## src/rtl/svlr_pkg.sv

```systemverilog
// Package for the sample voice linear resampler.
// Holds beat types, configuration types, register and mode codes, and helpers.
// No dependencies.
`timescale 1ns / 1ps
`default_nettype none

package svlr_pkg;

    localparam int SAMPLE_DEPTH  = 4096;
    localparam int ADDR_W        = $clog2(SAMPLE_DEPTH);
    localparam int FRACTION_BITS = 16;
    localparam int POS_BITS      = 29;
    localparam int IDX_W         = POS_BITS - FRACTION_BITS;
    localparam int COUNT_W       = 13;
    localparam int PITCH_W       = 24;
    localparam int GAIN_W        = 16;
    localparam int GAIN_BITS     = 12;
    localparam int SAMPLE_W      = 16;
    localparam int PADDR_W       = 5;
    localparam int PDATA_W       = 32;

    // Register indexes, taken from paddr[4:2].
    localparam logic [2:0] REG_SAMPLE_COUNT  = 3'd0;
    localparam logic [2:0] REG_SAMPLE_FORMAT = 3'd1;
    localparam logic [2:0] REG_PITCH_STEP    = 3'd2;
    localparam logic [2:0] REG_LEFT_GAIN     = 3'd3;
    localparam logic [2:0] REG_RIGHT_GAIN    = 3'd4;
    localparam logic [2:0] REG_LOOP_ENABLE   = 3'd5;

    // Input beat modes.
    localparam logic [1:0] MODE_LOAD    = 2'd0;
    localparam logic [1:0] MODE_PRODUCE = 2'd1;
    localparam logic [1:0] MODE_REWIND  = 2'd2;

    localparam logic FORMAT_EIGHT_BIT = 1'b0;

    typedef struct packed {
        logic [1:0]                 mode;
        logic [11:0]                load_address;
        logic signed [SAMPLE_W-1:0] load_value;
        logic signed [15:0]         mix_left;
        logic signed [15:0]         mix_right;
    } in_beat_t;

    typedef struct packed {
        logic signed [15:0] out_left;
        logic signed [15:0] out_right;
        logic               done_res;
    } out_beat_t;

    typedef struct packed {
        logic [COUNT_W-1:0] sample_count;
        logic               sample_format;
        logic [PITCH_W-1:0] pitch_step;
        logic [GAIN_W-1:0]  left_gain;
        logic [GAIN_W-1:0]  right_gain;
        logic               loop_enable;
    } cfg_t;

    // In eight-bit format only the low byte of a stored entry counts.
    function automatic logic signed [SAMPLE_W-1:0] to_sample(
        input logic [SAMPLE_W-1:0] raw,
        input logic                fmt
    );
        logic signed [SAMPLE_W-1:0] res;
        if (fmt == FORMAT_EIGHT_BIT)
        begin
            res = {{(SAMPLE_W-8){raw[7]}}, raw[7:0]};
        end
        else
        begin
            res = raw;
        end
        return res;
    endfunction

    function automatic logic signed [15:0] sat16(input logic signed [23:0] v);
        logic signed [15:0] res;
        if (v > 24'sd32767)
        begin
            res = 16'sh7fff;
        end
        else if (v < -24'sd32768)
        begin
            res = 16'sh8000;
        end
        else
        begin
            res = v[15:0];
        end
        return res;
    endfunction

endpackage

`default_nettype wire

```

## src/rtl/svlr_mix_unit.sv

```systemverilog
// Four-stage interpolate, gain and saturate pipeline.
// The caller must hold gains and mix values stable while it runs; the unit does not enforce this; depends on svlr_pkg.
`timescale 1ns / 1ps
`default_nettype none

module svlr_mix_unit
    import svlr_pkg::*;
(
    input  wire logic                       clk,
    input  wire logic                       rst_n,
    input  wire logic                       start,
    input  wire logic signed [SAMPLE_W-1:0] a,
    input  wire logic signed [SAMPLE_W-1:0] b,
    input  wire logic [FRACTION_BITS-1:0]   frac,
    input  wire logic                       eight_bit,
    input  wire logic [GAIN_W-1:0]          gain_left,
    input  wire logic [GAIN_W-1:0]          gain_right,
    input  wire logic signed [15:0]         mix_left,
    input  wire logic signed [15:0]         mix_right,
    output logic                            res_valid,
    output logic signed [15:0]              res_left,
    output logic signed [15:0]              res_right
);

    localparam int PROD_W = SAMPLE_W + 1 + FRACTION_BITS + 1;
    localparam int V_W    = SAMPLE_W + 2;
    localparam int GP_W   = V_W + GAIN_W + 1;

    logic [3:0]                 vld_reg;
    logic signed [SAMPLE_W:0]   diff;
    logic signed [PROD_W-1:0]   prod_s1_reg;
    logic signed [SAMPLE_W-1:0] a_s1_reg;
    logic signed [V_W-1:0]      interp;
    logic signed [V_W-1:0]      v_s2_reg;
    logic signed [GP_W-1:0]     pl_s3_reg;
    logic signed [GP_W-1:0]     pr_s3_reg;
    logic signed [23:0]         sum_left;
    logic signed [23:0]         sum_right;
    logic signed [15:0]         res_left_reg;
    logic signed [15:0]         res_right_reg;

    assign diff   = {b[SAMPLE_W-1], b} - {a[SAMPLE_W-1], a};
    // Arithmetic shift is the floor of the division.
    assign interp = {{2{a_s1_reg[SAMPLE_W-1]}}, a_s1_reg}
                    + V_W'(prod_s1_reg >>> FRACTION_BITS);
    assign sum_left  = 24'(pl_s3_reg >>> GAIN_BITS) + 24'(mix_left);
    assign sum_right = 24'(pr_s3_reg >>> GAIN_BITS) + 24'(mix_right);

    assign res_valid = vld_reg[3];
    assign res_left  = res_left_reg;
    assign res_right = res_right_reg;

    always_ff @(posedge clk or negedge rst_n)
    begin
        if (!rst_n)
        begin
            vld_reg <= '0;
        end
        else
        begin
            vld_reg <= {vld_reg[2:0], start};
        end
    end

    // Each stage loads only as its beat passes, so the result holds until the next beat reaches the last stage.
    always_ff @(posedge clk)
    begin
        if (start)
        begin
            prod_s1_reg <= diff * $signed({1'b0, frac});
            a_s1_reg    <= a;
        end
        if (vld_reg[0])
        begin
            v_s2_reg <= eight_bit ? (interp <<< 1) : interp;
        end
        if (vld_reg[1])
        begin
            pl_s3_reg <= v_s2_reg * $signed({1'b0, gain_left});
            pr_s3_reg <= v_s2_reg * $signed({1'b0, gain_right});
        end
        if (vld_reg[2])
        begin
            res_left_reg  <= sat16(sum_left);
            res_right_reg <= sat16(sum_right);
        end
    end

endmodule

`default_nettype wire

```

## config.mk

```make
export PLATFORM = sky130hd
export DESIGN_NAME = svlr_mix_unit
export DESIGN_NICKNAME = d
export VERILOG_FILES = /design/src/rtl/svlr_pkg.sv /design/src/rtl/svlr_mix_unit.sv
export SDC_FILE = /design/constraint.sdc
export NUM_CORES = 2
export LEC_CHECK = 0
export ABC_AREA = 1
export BUFFER_PORTS_ARGS = -buffer_cell sky130_fd_sc_hd__buf_2
export CAP_MARGIN = 20
export CORE_MARGIN = 2
export CORE_UTILIZATION = 23
export DETAILED_ROUTE_END_ITERATION = 10
export HOLD_SLACK_MARGIN = 0.05
export SLEW_MARGIN = 40
export SYNTH_ARGS = -nofsm -noshare
export SYNTH_HDL_FRONTEND = slang
export SYNTH_SLANG_ARGS = --single-unit
export TNS_END_PERCENT = 50
```

## constraint.sdc

```tcl
create_clock -name clk -period 5.7 [get_ports clk]
set_input_delay 0.285 -clock clk [delete_from_list [all_inputs] [get_ports clk]]
set_output_delay 0.285 -clock clk [all_outputs]
set_load 0.02 [all_outputs]
```

==> metrics.csv <==
metric,value,unit
post-DP HPWL,111200,µm
IO buf count,148,
crit path launch,b[0],
fin crit period,6.480,ns
sequential cell area fraction in the yosys report,0.09429,
Final WS setup,-0.7796,ns
Yosys reg bits,134,
vias,35386,
Clock Skews,0.01423,ns
routed wire length per instance,14.93,µm
total die area,0.1881,mm²
Root Driver,clkbuf_16,
fill cell count,19430,
fin cells,8463,
TritonCTS Buffers,17,
CP Buf/Inv Count,9,
kind of critical path,in2reg,
CTS tree,yes,
first-pass GRT wire length,201000,µm
Yosys warnings,0,
vias in the first global route,37490,
initial antenna violation count,42,
Synth Cell Area,0.04246,mm²
row count,157,
Initial Utilization,0.2317,
CTS Buffer Depth,2,
gpl congestion,0.9149,
CTS sink count,134,
Post-synth EDFFs,130,
nets@finish,7286,
asr flop ratio synth,0.02985,
total wire length,126300,µm
drt first pass iters,6,
Worst setup SP type,input pin,
Via-to-Cell Ratio,4.181,
min-delay src,a[4],
FF-to-FF setup slack,-0.11,ns
Routed Antenna Nets,0,
core area,0.1833,mm²
clock latency on the worst-skew pair,0.49,ns
Max Freq,154.3,MHz
area delta synth->final,27.24,%
worst-margin pin slew,0.7403,ns
largest net degree at the start of global routing,48,
Initial DRC Count,2030,
number of setup violations in the final report,23,
Synth Flop Type,edfxtp_1,
status,finished with violations,
r2r worst-path depth,22,
syn_nets,6672,
post-synthesis average cell area,7.921,µm²
"CTS clk-pin slew, worst paths",0.06,ns
Tcrit/Tclk final,1.137,
# IOs,149,
# DRC,0,
critical path's slowest cell,fa_1,
final hold vios,0,
CP endpoint kind,flop,
Syn Inst Count,5361,
reg-to-reg endpoint,pl_s3_reg[34]$_DFFE_PP_,
violated checks,setup timing,
crit path DAT,6.72,ns
crit path max fanout,6,
hold endpoint,a_s1_reg[4]$_DFFE_PP_,
RSZ-0062 raised after global routing,yes,
worst path required time,5.94,ns
Slew headroom,0.5065,
Most common cell on crit path,fa_1,
hold depth,2,
Synth cell types,52,
Final Max Tran Viols,0,
Die W,433.7,µm
hold crit path type,in2reg,
Total GRT Usage,0.1362,
r2r startpoint,v_s2_reg[17]$_DFFE_PP_,
Inst Count DP,8342,
Worst path max stage delay,0.55,ns
Die Y,433.7,µm
maxcap violations,0,
Crit path max-delay family,adder cells,
CTS H-tree lvls,4,
layout cells sized above 1,0.2178,
GRT overflow,0,
==> placed cells by master, fill, tap and decap left out, types with 37 or more instances in the layout <==
master / n
a21oi_1: 130
a21oi_2: 40
buf_2: 143
buf_4: 515
buf_6: 48
edfxtp_1: 130
fa_1: 820
fa_2: 37
ha_1: 272
ha_4: 62
inv_1: 1460
inv_2: 74
nand2_1: 1189
nand2_2: 86
nand3_1: 92
nor2_1: 239
nor2_2: 37
o21ai_0: 70
xnor2_1: 47
xor2_1: 75
==> repair_timing <==
| item | in CTS | in global routing |
|---|---|---|
| pin swaps | 92 | 212 |
| cloned | 0 | 1 |
| setup endpoints to repair | 45 | 55 |
| endpoints found under the hold margin | 8 | 1 |
| gates resized for setup | 212 | 397 |
| buffers inserted | 27 | 45 |
| hold buffers | 5 | 1 |
==> worst register-to-register path: stages, from the launching register on <==
cell and delay (ns):
edfxtp_1 0.43, buf_6 0.17, buf_6 0.14, nand2_2 0.06, inv_2 0.04, fa_2 0.59
fa_1 0.47, buf_6 0.17, buf_4 0.14, fa_1 0.52, inv_2 0.06, buf_4 0.13
fa_1 0.45, fa_1 0.49, fa_1 0.50, inv_1 0.07, ha_4 0.28, inv_1 0.07
nor4_4 0.26, buf_4 0.16, nand4_1 0.14, nand2_1 0.12, xor2_1 0.20
==> cell type report <==
type | instances | area (µm²) | share of cell area
multi-input combinational | 3532 | 34630 | 0.6410
timing repair buffer | 745 | 5841 | 0.1081
inverter | 1545 | 5833 | 0.1080
sequential | 134 | 4009 | 0.07420
tap | 2464 | 3083 | 0.05706
clock buffer | 18 | 429.2 | 0.007943
clock inverter | 14 | 175.2 | 0.003242
antenna | 11 | 27.53 | 0.0005095
==> synthesized netlist by cell type (all sizes together), types with 9 or more instances <==
master,n,area [µm²]
a21oi,186,934.7
nor2,302,1166
nand2,1301,4931
a31oi,18,112.6
ha,338,4229
a21o,20,150.1
nand4,34,212.7
o21ai,110,561.8
fa,857,17160
nor3,31,155.2
xnor2,50,445.4
buf,23,118.9
clkbuf,127,478.0
xor2,82,740.7
nand3,108,555.5
edfxtp,130,3904
inv,1537,5769
o21bai,13,97.59
o31ai,9,67.56
or2,18,112.6
==> metrics by stage <==
step	TNS [ns]	worst slack, ns	hold slack, ns	utilization	cell area, µm²
after floorplan	-12.19	-0.8146	-0.01059	-	42850
after global placement	-28.01	-1.794	0.1559	0.2742	50260
after detailed placement	-29.27	-1.824	0.1531	0.2743	50260
after CTS	-11.40	-0.7465	0.05490	0.2836	51970
after global routing	-20.45	-0.9849	0.09578	0.2947	54020
final	-12.62	-0.7796	0.1137	0.2948	54030
==> worst max-delay path by stage <==
stage                                 to  slack [ns]  cells after the start
2_1_floorplan  prod_s1_reg[30]$_DFFE_PP_       -0.81                     31
3_5_place_dp   prod_s1_reg[32]$_DFFE_PP_       -1.82                     34
6_report       prod_s1_reg[25]$_DFFE_PP_       -0.78                     32
4_1_cts        prod_s1_reg[32]$_DFFE_PP_       -0.75                     33
5_1_grt        prod_s1_reg[32]$_DFFE_PP_       -0.98                     36
3_3_place_gp   prod_s1_reg[28]$_DFFE_PP_       -1.79                     35
==> logic make-up after synthesis <==
family,count (synthesis),share of synthesized area
simple gates,1813,0.1711
buf+inv,1695,0.1506
fa+ha+maj,1195,0.5036
compound gates,388,0.05148
flops,134,0.09429
xor+xnor,132,0.02793
mux,4,0.0009430
==> layer usage <==
| layer | global-route usage | share of wire | vias to the layer above |
|---|---|---|---|
| met5 | 0 | 0.00010 | - |
| met4 | 0.04512 | 0.032 | 2 |
| met3 | 0.008490 | 0.034 | 213 |
| met2 | 0.2467 | 0.52 | 801 |
| met1 | 0.1711 | 0.41 | 17475 |
| li1 | - | - | 16895 |
Power is not shown: default switching activity piles up to over one toggle a cycle in this logic, so the estimate is an artifact.
