==> src/rtl/svlr_pkg.sv <==
// Package for the sample voice linear resampler.
// Holds beat types, configuration types, register and mode codes, and helpers.
// No dependencies.
`timescale 1ns / 1ps
`default_nettype none

package svlr_pkg;

    localparam int SAMPLE_DEPTH  = 4096;
    localparam int ADDR_W        = $clog2(SAMPLE_DEPTH);
    localparam int FRACTION_BITS = 16;
    localparam int POS_BITS      = 29;
    localparam int IDX_W         = POS_BITS - FRACTION_BITS;
    localparam int COUNT_W       = 13;
    localparam int PITCH_W       = 24;
    localparam int GAIN_W        = 16;
    localparam int GAIN_BITS     = 12;
    localparam int SAMPLE_W      = 16;
    localparam int PADDR_W       = 5;
    localparam int PDATA_W       = 32;

    // Register indexes, taken from paddr[4:2].
    localparam logic [2:0] REG_SAMPLE_COUNT  = 3'd0;
    localparam logic [2:0] REG_SAMPLE_FORMAT = 3'd1;
    localparam logic [2:0] REG_PITCH_STEP    = 3'd2;
    localparam logic [2:0] REG_LEFT_GAIN     = 3'd3;
    localparam logic [2:0] REG_RIGHT_GAIN    = 3'd4;
    localparam logic [2:0] REG_LOOP_ENABLE   = 3'd5;

    // Input beat modes.
    localparam logic [1:0] MODE_LOAD    = 2'd0;
    localparam logic [1:0] MODE_PRODUCE = 2'd1;
    localparam logic [1:0] MODE_REWIND  = 2'd2;

    localparam logic FORMAT_EIGHT_BIT = 1'b0;

    typedef struct packed {
        logic [1:0]                 mode;
        logic [11:0]                load_address;
        logic signed [SAMPLE_W-1:0] load_value;
        logic signed [15:0]         mix_left;
        logic signed [15:0]         mix_right;
    } in_beat_t;

    typedef struct packed {
        logic signed [15:0] out_left;
        logic signed [15:0] out_right;
        logic               done_res;
    } out_beat_t;

    typedef struct packed {
        logic [COUNT_W-1:0] sample_count;
        logic               sample_format;
        logic [PITCH_W-1:0] pitch_step;
        logic [GAIN_W-1:0]  left_gain;
        logic [GAIN_W-1:0]  right_gain;
        logic               loop_enable;
    } cfg_t;

    // In eight-bit format only the low byte of a stored entry counts.
    function automatic logic signed [SAMPLE_W-1:0] to_sample(
        input logic [SAMPLE_W-1:0] raw,
        input logic                fmt
    );
        logic signed [SAMPLE_W-1:0] res;
        if (fmt == FORMAT_EIGHT_BIT)
        begin
            res = {{(SAMPLE_W-8){raw[7]}}, raw[7:0]};
        end
        else
        begin
            res = raw;
        end
        return res;
    endfunction

    function automatic logic signed [15:0] sat16(input logic signed [23:0] v);
        logic signed [15:0] res;
        if (v > 24'sd32767)
        begin
            res = 16'sh7fff;
        end
        else if (v < -24'sd32768)
        begin
            res = 16'sh8000;
        end
        else
        begin
            res = v[15:0];
        end
        return res;
    endfunction

endpackage

`default_nettype wire

==> src/rtl/svlr_cfg_regs.sv <==
// Configuration register file of the sample voice linear resampler.
// APB-style write and read access; depends on svlr_pkg.
`timescale 1ns / 1ps
`default_nettype none

module svlr_cfg_regs
    import svlr_pkg::*;
(
    input  wire logic               clk,
    input  wire logic               rst_n,
    input  wire logic               psel,
    input  wire logic               penable,
    input  wire logic               pwrite,
    input  wire logic [2:0]         reg_index,
    input  wire logic [PDATA_W-1:0] pwdata,
    output logic [PDATA_W-1:0]      prdata,
    output cfg_t                    cfg
);

    cfg_t cfg_reg;
    logic wr_en;

    assign wr_en = psel && penable && pwrite;
    assign cfg   = cfg_reg;

    always_ff @(posedge clk or negedge rst_n)
    begin
        if (!rst_n)
        begin
            cfg_reg.sample_count  <= COUNT_W'(4096);
            cfg_reg.sample_format <= 1'b1;
            cfg_reg.pitch_step    <= PITCH_W'(65536);
            cfg_reg.left_gain     <= GAIN_W'(4096);
            cfg_reg.right_gain    <= GAIN_W'(4096);
            cfg_reg.loop_enable   <= 1'b0;
        end
        else if (wr_en)
        begin
            case (reg_index)
                REG_SAMPLE_COUNT:  cfg_reg.sample_count  <= pwdata[COUNT_W-1:0];
                REG_SAMPLE_FORMAT: cfg_reg.sample_format <= pwdata[0];
                REG_PITCH_STEP:    cfg_reg.pitch_step    <= pwdata[PITCH_W-1:0];
                REG_LEFT_GAIN:     cfg_reg.left_gain     <= pwdata[GAIN_W-1:0];
                REG_RIGHT_GAIN:    cfg_reg.right_gain    <= pwdata[GAIN_W-1:0];
                REG_LOOP_ENABLE:   cfg_reg.loop_enable   <= pwdata[0];
                default:           ;
            endcase
        end
    end

    always_comb
    begin
        case (reg_index)
            REG_SAMPLE_COUNT:  prdata = PDATA_W'(cfg_reg.sample_count);
            REG_SAMPLE_FORMAT: prdata = PDATA_W'(cfg_reg.sample_format);
            REG_PITCH_STEP:    prdata = PDATA_W'(cfg_reg.pitch_step);
            REG_LEFT_GAIN:     prdata = PDATA_W'(cfg_reg.left_gain);
            REG_RIGHT_GAIN:    prdata = PDATA_W'(cfg_reg.right_gain);
            REG_LOOP_ENABLE:   prdata = PDATA_W'(cfg_reg.loop_enable);
            default:           prdata = '0;
        endcase
    end

endmodule

`default_nettype wire

==> config.mk <==
export PLATFORM = sky130hd
export DESIGN_NAME = svlr_cfg_regs
export DESIGN_NICKNAME = d
export VERILOG_FILES = /design/src/rtl/svlr_pkg.sv /design/src/rtl/svlr_cfg_regs.sv
export SDC_FILE = /design/constraint.sdc
export NUM_CORES = 1
export LEC_CHECK = 0
export BUFFER_PORTS_ARGS = -buffer_cell sky130_fd_sc_hd__buf_2
export CAP_MARGIN = 20
export CORE_MARGIN = 2
export CORE_UTILIZATION = 48
export CTS_CLUSTER_DIAMETER = 120
export CTS_CLUSTER_SIZE = 10
export DETAILED_ROUTE_END_ITERATION = 16
export GPL_ROUTABILITY_DRIVEN = 1
export PLACE_DENSITY = 0.81
export SLEW_MARGIN = 5
export SYNTH_ARGS = -nofsm -noshare
export SYNTH_HDL_FRONTEND = slang
export SYNTH_SLANG_ARGS = --single-unit
==> constraint.sdc <==
create_clock -name clk -period 1.2 [get_ports clk]
set_input_delay 0 -clock clk [delete_from_list [all_inputs] [get_ports clk]]
set_output_delay 0 -clock clk [all_outputs]
set_load 0.01 [all_outputs]
==> out/qor.log <==
INFO  critical_path  critical_path.cell_chain=nand3b_1 > o21a_1 > o221ai_2 > buf_2
INFO  sta            finalWorstPathRequiredPeriod=1340ps
INFO  floorplan      fp.dieArea=7570um2
INFO  synth          syn-instance-count=244
INFO  synth          multiplexer_share_of_the_synthesized_area=27.2%
INFO  synth          area_fraction_in_compound_gates_after_synthesis=8.44%
INFO  clock_tree     cts.clk_slew.worst_paths=80ps
INFO  status         failed_checks=negative setup slack
INFO  critical_path  worst-endpoint-required=1200ps
INFO  synth          synthDistinctLibCells=31
INFO  detailed_routing wl_per_cell=19.2um
INFO  sta            rsz0062_at_grt=true
INFO  min_path       min_path_type=in -> async
INFO  critical_path  timing.critical_path.arrival=1340ps
INFO  power_and_ir_drop power.ir.vdd_worst=1.02mV
INFO  floorplan      floorplan.initialDensity=49.2%
INFO  clock_tree     cts-buffers-inserted=9
INFO  sta            final_hold_violation_count=0
INFO  power_and_ir_drop leakagePower=2.56nW
INFO  sta            maxSlewViolCount=0
INFO  synth          synthSimpleGateAreaFrac=5.83%
INFO  global_routing grtUsageTotal=25.1%
INFO  clock_tree     clock_insertion_delay_worst_skew=330ps
INFO  critical_path  critPathTopFamily=flip-flops
INFO  detailed_routing vias=2880
INFO  sta            final.setup_skew=0ps
INFO  critical_path  critPathKind=reg -> out
INFO  finish         number_of_flip_flops_in_the_largest_register=71
INFO  critical_path  cpPeakStageDelay=540ps
INFO  detailed_routing number_of_search_and_repair_iterations_in_the_first_detailed_routing_pass=4
INFO  critical_path  timing.reg2reg.setup_slack=200ps
INFO  clock_tree     cts-htree-levels=3
INFO  critical_path  worstPathMaxFanout=2
INFO  power_and_ir_drop p_total=7.63mW
INFO  critical_path  critPathLaunchType=flop
INFO  detailed_routing drtIter0Drc=121
INFO  placed_design  place.detailed.hpwl=6300um
INFO  power_and_ir_drop power-per-cell-area=1520nW/um2
INFO  detailed_routing route.detailed.drc=0
INFO  critical_path  critical-path-slowest-cell=sky130_fd_sc_hd__dfstp_2
INFO  clock_tree     clk_root_buffer_cell=sky130_fd_sc_hd__clkbuf_8
INFO  sta            clock.fmax=0.744GHz
INFO  placed_design  gp_routability_congestion=0.822
INFO  critical_path  cp_num_buf_inv=1
INFO  floorplan      ioPinCount=143
INFO  synth          postSynthRegisterBits=71
INFO  sta            setup_violations=5
INFO  detailed_routing vias_per_cell=5.48
INFO  clock_tree     tritoncts=built
INFO  synth          avg_cell_area_syn=13.6um2
INFO  synth          post_synthesis_cell_area=3310um2
INFO  synth          largest_family_of_logic_cells_by_synthesized_area=multiplexers
INFO  floorplan      die_width=87um
INFO  critical_path  setup.worst_path.end_class=output pin
INFO  sta            post-route-period-util=112%
INFO  finish         postLayoutCellArea=5020um2
INFO  floorplan      std_cell_rows=30
INFO  detailed_routing ant_nets=0
INFO  placed_design  dpl_cell_area=4240um2
INFO  synth          yosysWarningCount=0
INFO  synth          synth.yosys.seq_area_share=53.9%
INFO  detailed_routing routed_wl=10100um
INFO  placed_design  buffers_added_on_ports=126
INFO  status         run_status=complete, but fails checks
INFO  global_routing grt_start_max_net_pins=33
INFO  finish         final_nets=481
INFO  global_routing grt_pass1_wl=14500um
INFO  clock_tree     numClockSinks=71
INFO  global_routing sum_of_overflow_across_all_layers_after_global_routing=0
INFO  finish         final_layout_size_suffix_gt1_share=67.5%
INFO  job            cap_violations=0
INFO  global_routing vias_in_the_first_global_route=2849
INFO  sta            layout_setup_ws=-145ps
INFO  finish         antenna_cells=0
INFO  sta            whs=121ps
INFO  global_routing grt_antenna_before_repair=0
INFO  floorplan      design.core.area=6720um2
INFO  finish         areaGrowthSynthToFinish=51.9%
INFO  clock_tree     clk_path_buf_depth=2
INFO  synth          synth_adder_area_share=0%
INFO  synth          synth-xor-area-share=0%
INFO  finish         final_util=74.8%
INFO  floorplan      chipHeight=87um
routing by layer:
layer	GRT usage [%]	vias up	routed length (um)
met4	6.68	0	111
met5	0	-	0
met1	34.6	1451	4280
met3	5.31	14	562
li1	-	1277	-
met2	40.7	138	5140
synth_stat cells:
master | n | area share [%]
sky130_fd_sc_hd__buf_4 | 10 | 2.3
sky130_fd_sc_hd__mux2_4 | 10 | 4.5
sky130_fd_sc_hd__o22ai_1 | 11 | 2.1
sky130_fd_sc_hd__nand2_1 | 2 | 0.23
sky130_fd_sc_hd__nand3b_1 | 2 | 0.45
sky130_fd_sc_hd__nor2_1 | 3 | 0.34
sky130_fd_sc_hd__o21ai_0 | 4 | 0.61
sky130_fd_sc_hd__buf_1 | 2 | 0.23
sky130_fd_sc_hd__a22oi_1 | 22 | 5.0
sky130_fd_sc_hd__nor3_2 | 1 | 0.30
sky130_fd_sc_hd__dfstp_2 | 5 | 4.0
sky130_fd_sc_hd__o22a_1 | 1 | 0.26
sky130_fd_sc_hd__and2_1 | 9 | 1.7
sky130_fd_sc_hd__nand3_1 | 4 | 0.61
sky130_fd_sc_hd__nand2b_1 | 1 | 0.19
sky130_fd_sc_hd__nor4b_1 | 1 | 0.26
sky130_fd_sc_hd__or4b_1 | 1 | 0.30
sky130_fd_sc_hd__conb_1 | 1 | 0.11
sky130_fd_sc_hd__mux2i_1 | 5 | 1.5
sky130_fd_sc_hd__inv_1 | 1 | 0.11
sky130_fd_sc_hd__nor3b_2 | 1 | 0.38
sky130_fd_sc_hd__buf_2 | 6 | 0.91
sky130_fd_sc_hd__buf_6 | 1 | 0.34
sky130_fd_sc_hd__dfrtp_1 | 66 | 50
sky130_fd_sc_hd__o221ai_1 | 1 | 0.26
sky130_fd_sc_hd__nand3_2 | 1 | 0.30
sky130_fd_sc_hd__o21a_1 | 1 | 0.23
sky130_fd_sc_hd__nor2b_1 | 2 | 0.38
sky130_fd_sc_hd__clkbuf_1 | 6 | 0.68
sky130_fd_sc_hd__nor4_2 | 1 | 0.38
sky130_fd_sc_hd__mux2_2 | 62 | 21
layout by cell type, fill, tap and decap left out, types with 3 or more instances in the layout:
cell,Yosys,final
sky130_fd_sc_hd__conb_1,1,8
sky130_fd_sc_hd__o22ai_1,11,10
sky130_fd_sc_hd__clkbuf_8,0,9
sky130_fd_sc_hd__dfrtp_1,66,66
sky130_fd_sc_hd__and2_1,9,8
sky130_fd_sc_hd__mux2_4,10,10
sky130_fd_sc_hd__mux2i_1,5,5
sky130_fd_sc_hd__buf_4,10,42
sky130_fd_sc_hd__dlygate4sd3_1,0,25
sky130_fd_sc_hd__a22oi_2,0,18
sky130_fd_sc_hd__nand3_1,4,4
sky130_fd_sc_hd__dfstp_2,5,5
sky130_fd_sc_hd__buf_6,1,9
sky130_fd_sc_hd__buf_12,0,3
sky130_fd_sc_hd__mux2_2,62,62
sky130_fd_sc_hd__a22oi_1,22,4
sky130_fd_sc_hd__buf_2,6,125
sky130_fd_sc_hd__o21ai_1,0,3
logic make-up (layout without fill, tap and decap cells):
group           after synthesis  in the layout
other cells                   1              8
compound gates               40             40
mux                          77             77
buf+inv                      26            221
simple gates                 29             29
flops                        71             71
what timing repair did:
item,CTS,global route
gates resized for setup,12,33
endpoints found under the hold margin,137,0
buffers inserted,5,13
gates cloned,3,0
setup endpoints to repair,7,15
pin swaps,6,9
hold buffers,25,0
worst register-to-register path: stages (launching register included):
cell and delay (ps):
sky130_fd_sc_hd__dfrtp_1 390, sky130_fd_sc_hd__buf_4 130, sky130_fd_sc_hd__buf_4 120, sky130_fd_sc_hd__mux2_2 250
final cells by class:
class                      count  area [um2]
timing repair buffer         204        1350
multi-input combinational    154        1560
fill                         438        1700
tap                           80         100
clock inverter                 7        96.3
inverter                       1        3.75
sequential                    71        1780
clock buffer                   9         124
power breakdown:
group / internal [mW] / total (mW) / switching, mW / leakage [nW]
Combinational: 1.19 / 2.19 / 1.00 / 1.55
Sequential: 2.88 / 3.29 / 0.407 / 0.896
Clock: 1.18 / 2.14 / 0.961 / 0.114
worst paths after layout:
check | startpoint | to | cells past startpoint
min in group clk | reg_index[1] | cfg[57] | 4
max | cfg[57] | prdata[0] | 4
min reg2reg | cfg[17] | cfg[17] | 1
max reg2reg | cfg[38] | cfg[38] | 3
max in group asynchronous | rst_n | cfg[57] | 3
min | rst_n | cfg[27] | 2
metrics by stage:
| step | instances | setup slack, ps | TNS [ps] |
|---|---|---|---|
| 2_1_floorplan | 251 | -136 | -2270 |
| 3_3_place_gp | 464 | -146 | -4420 |
| 5_1_grt | 526 | -243 | -900 |
| 4_1_cts | 513 | -182 | -766 |
| 6_report | 526 | -145 | -295 |
| 3_5_place_dp | 464 | -161 | -5430 |
Note: power is estimated with default switching activity, not from simulation.
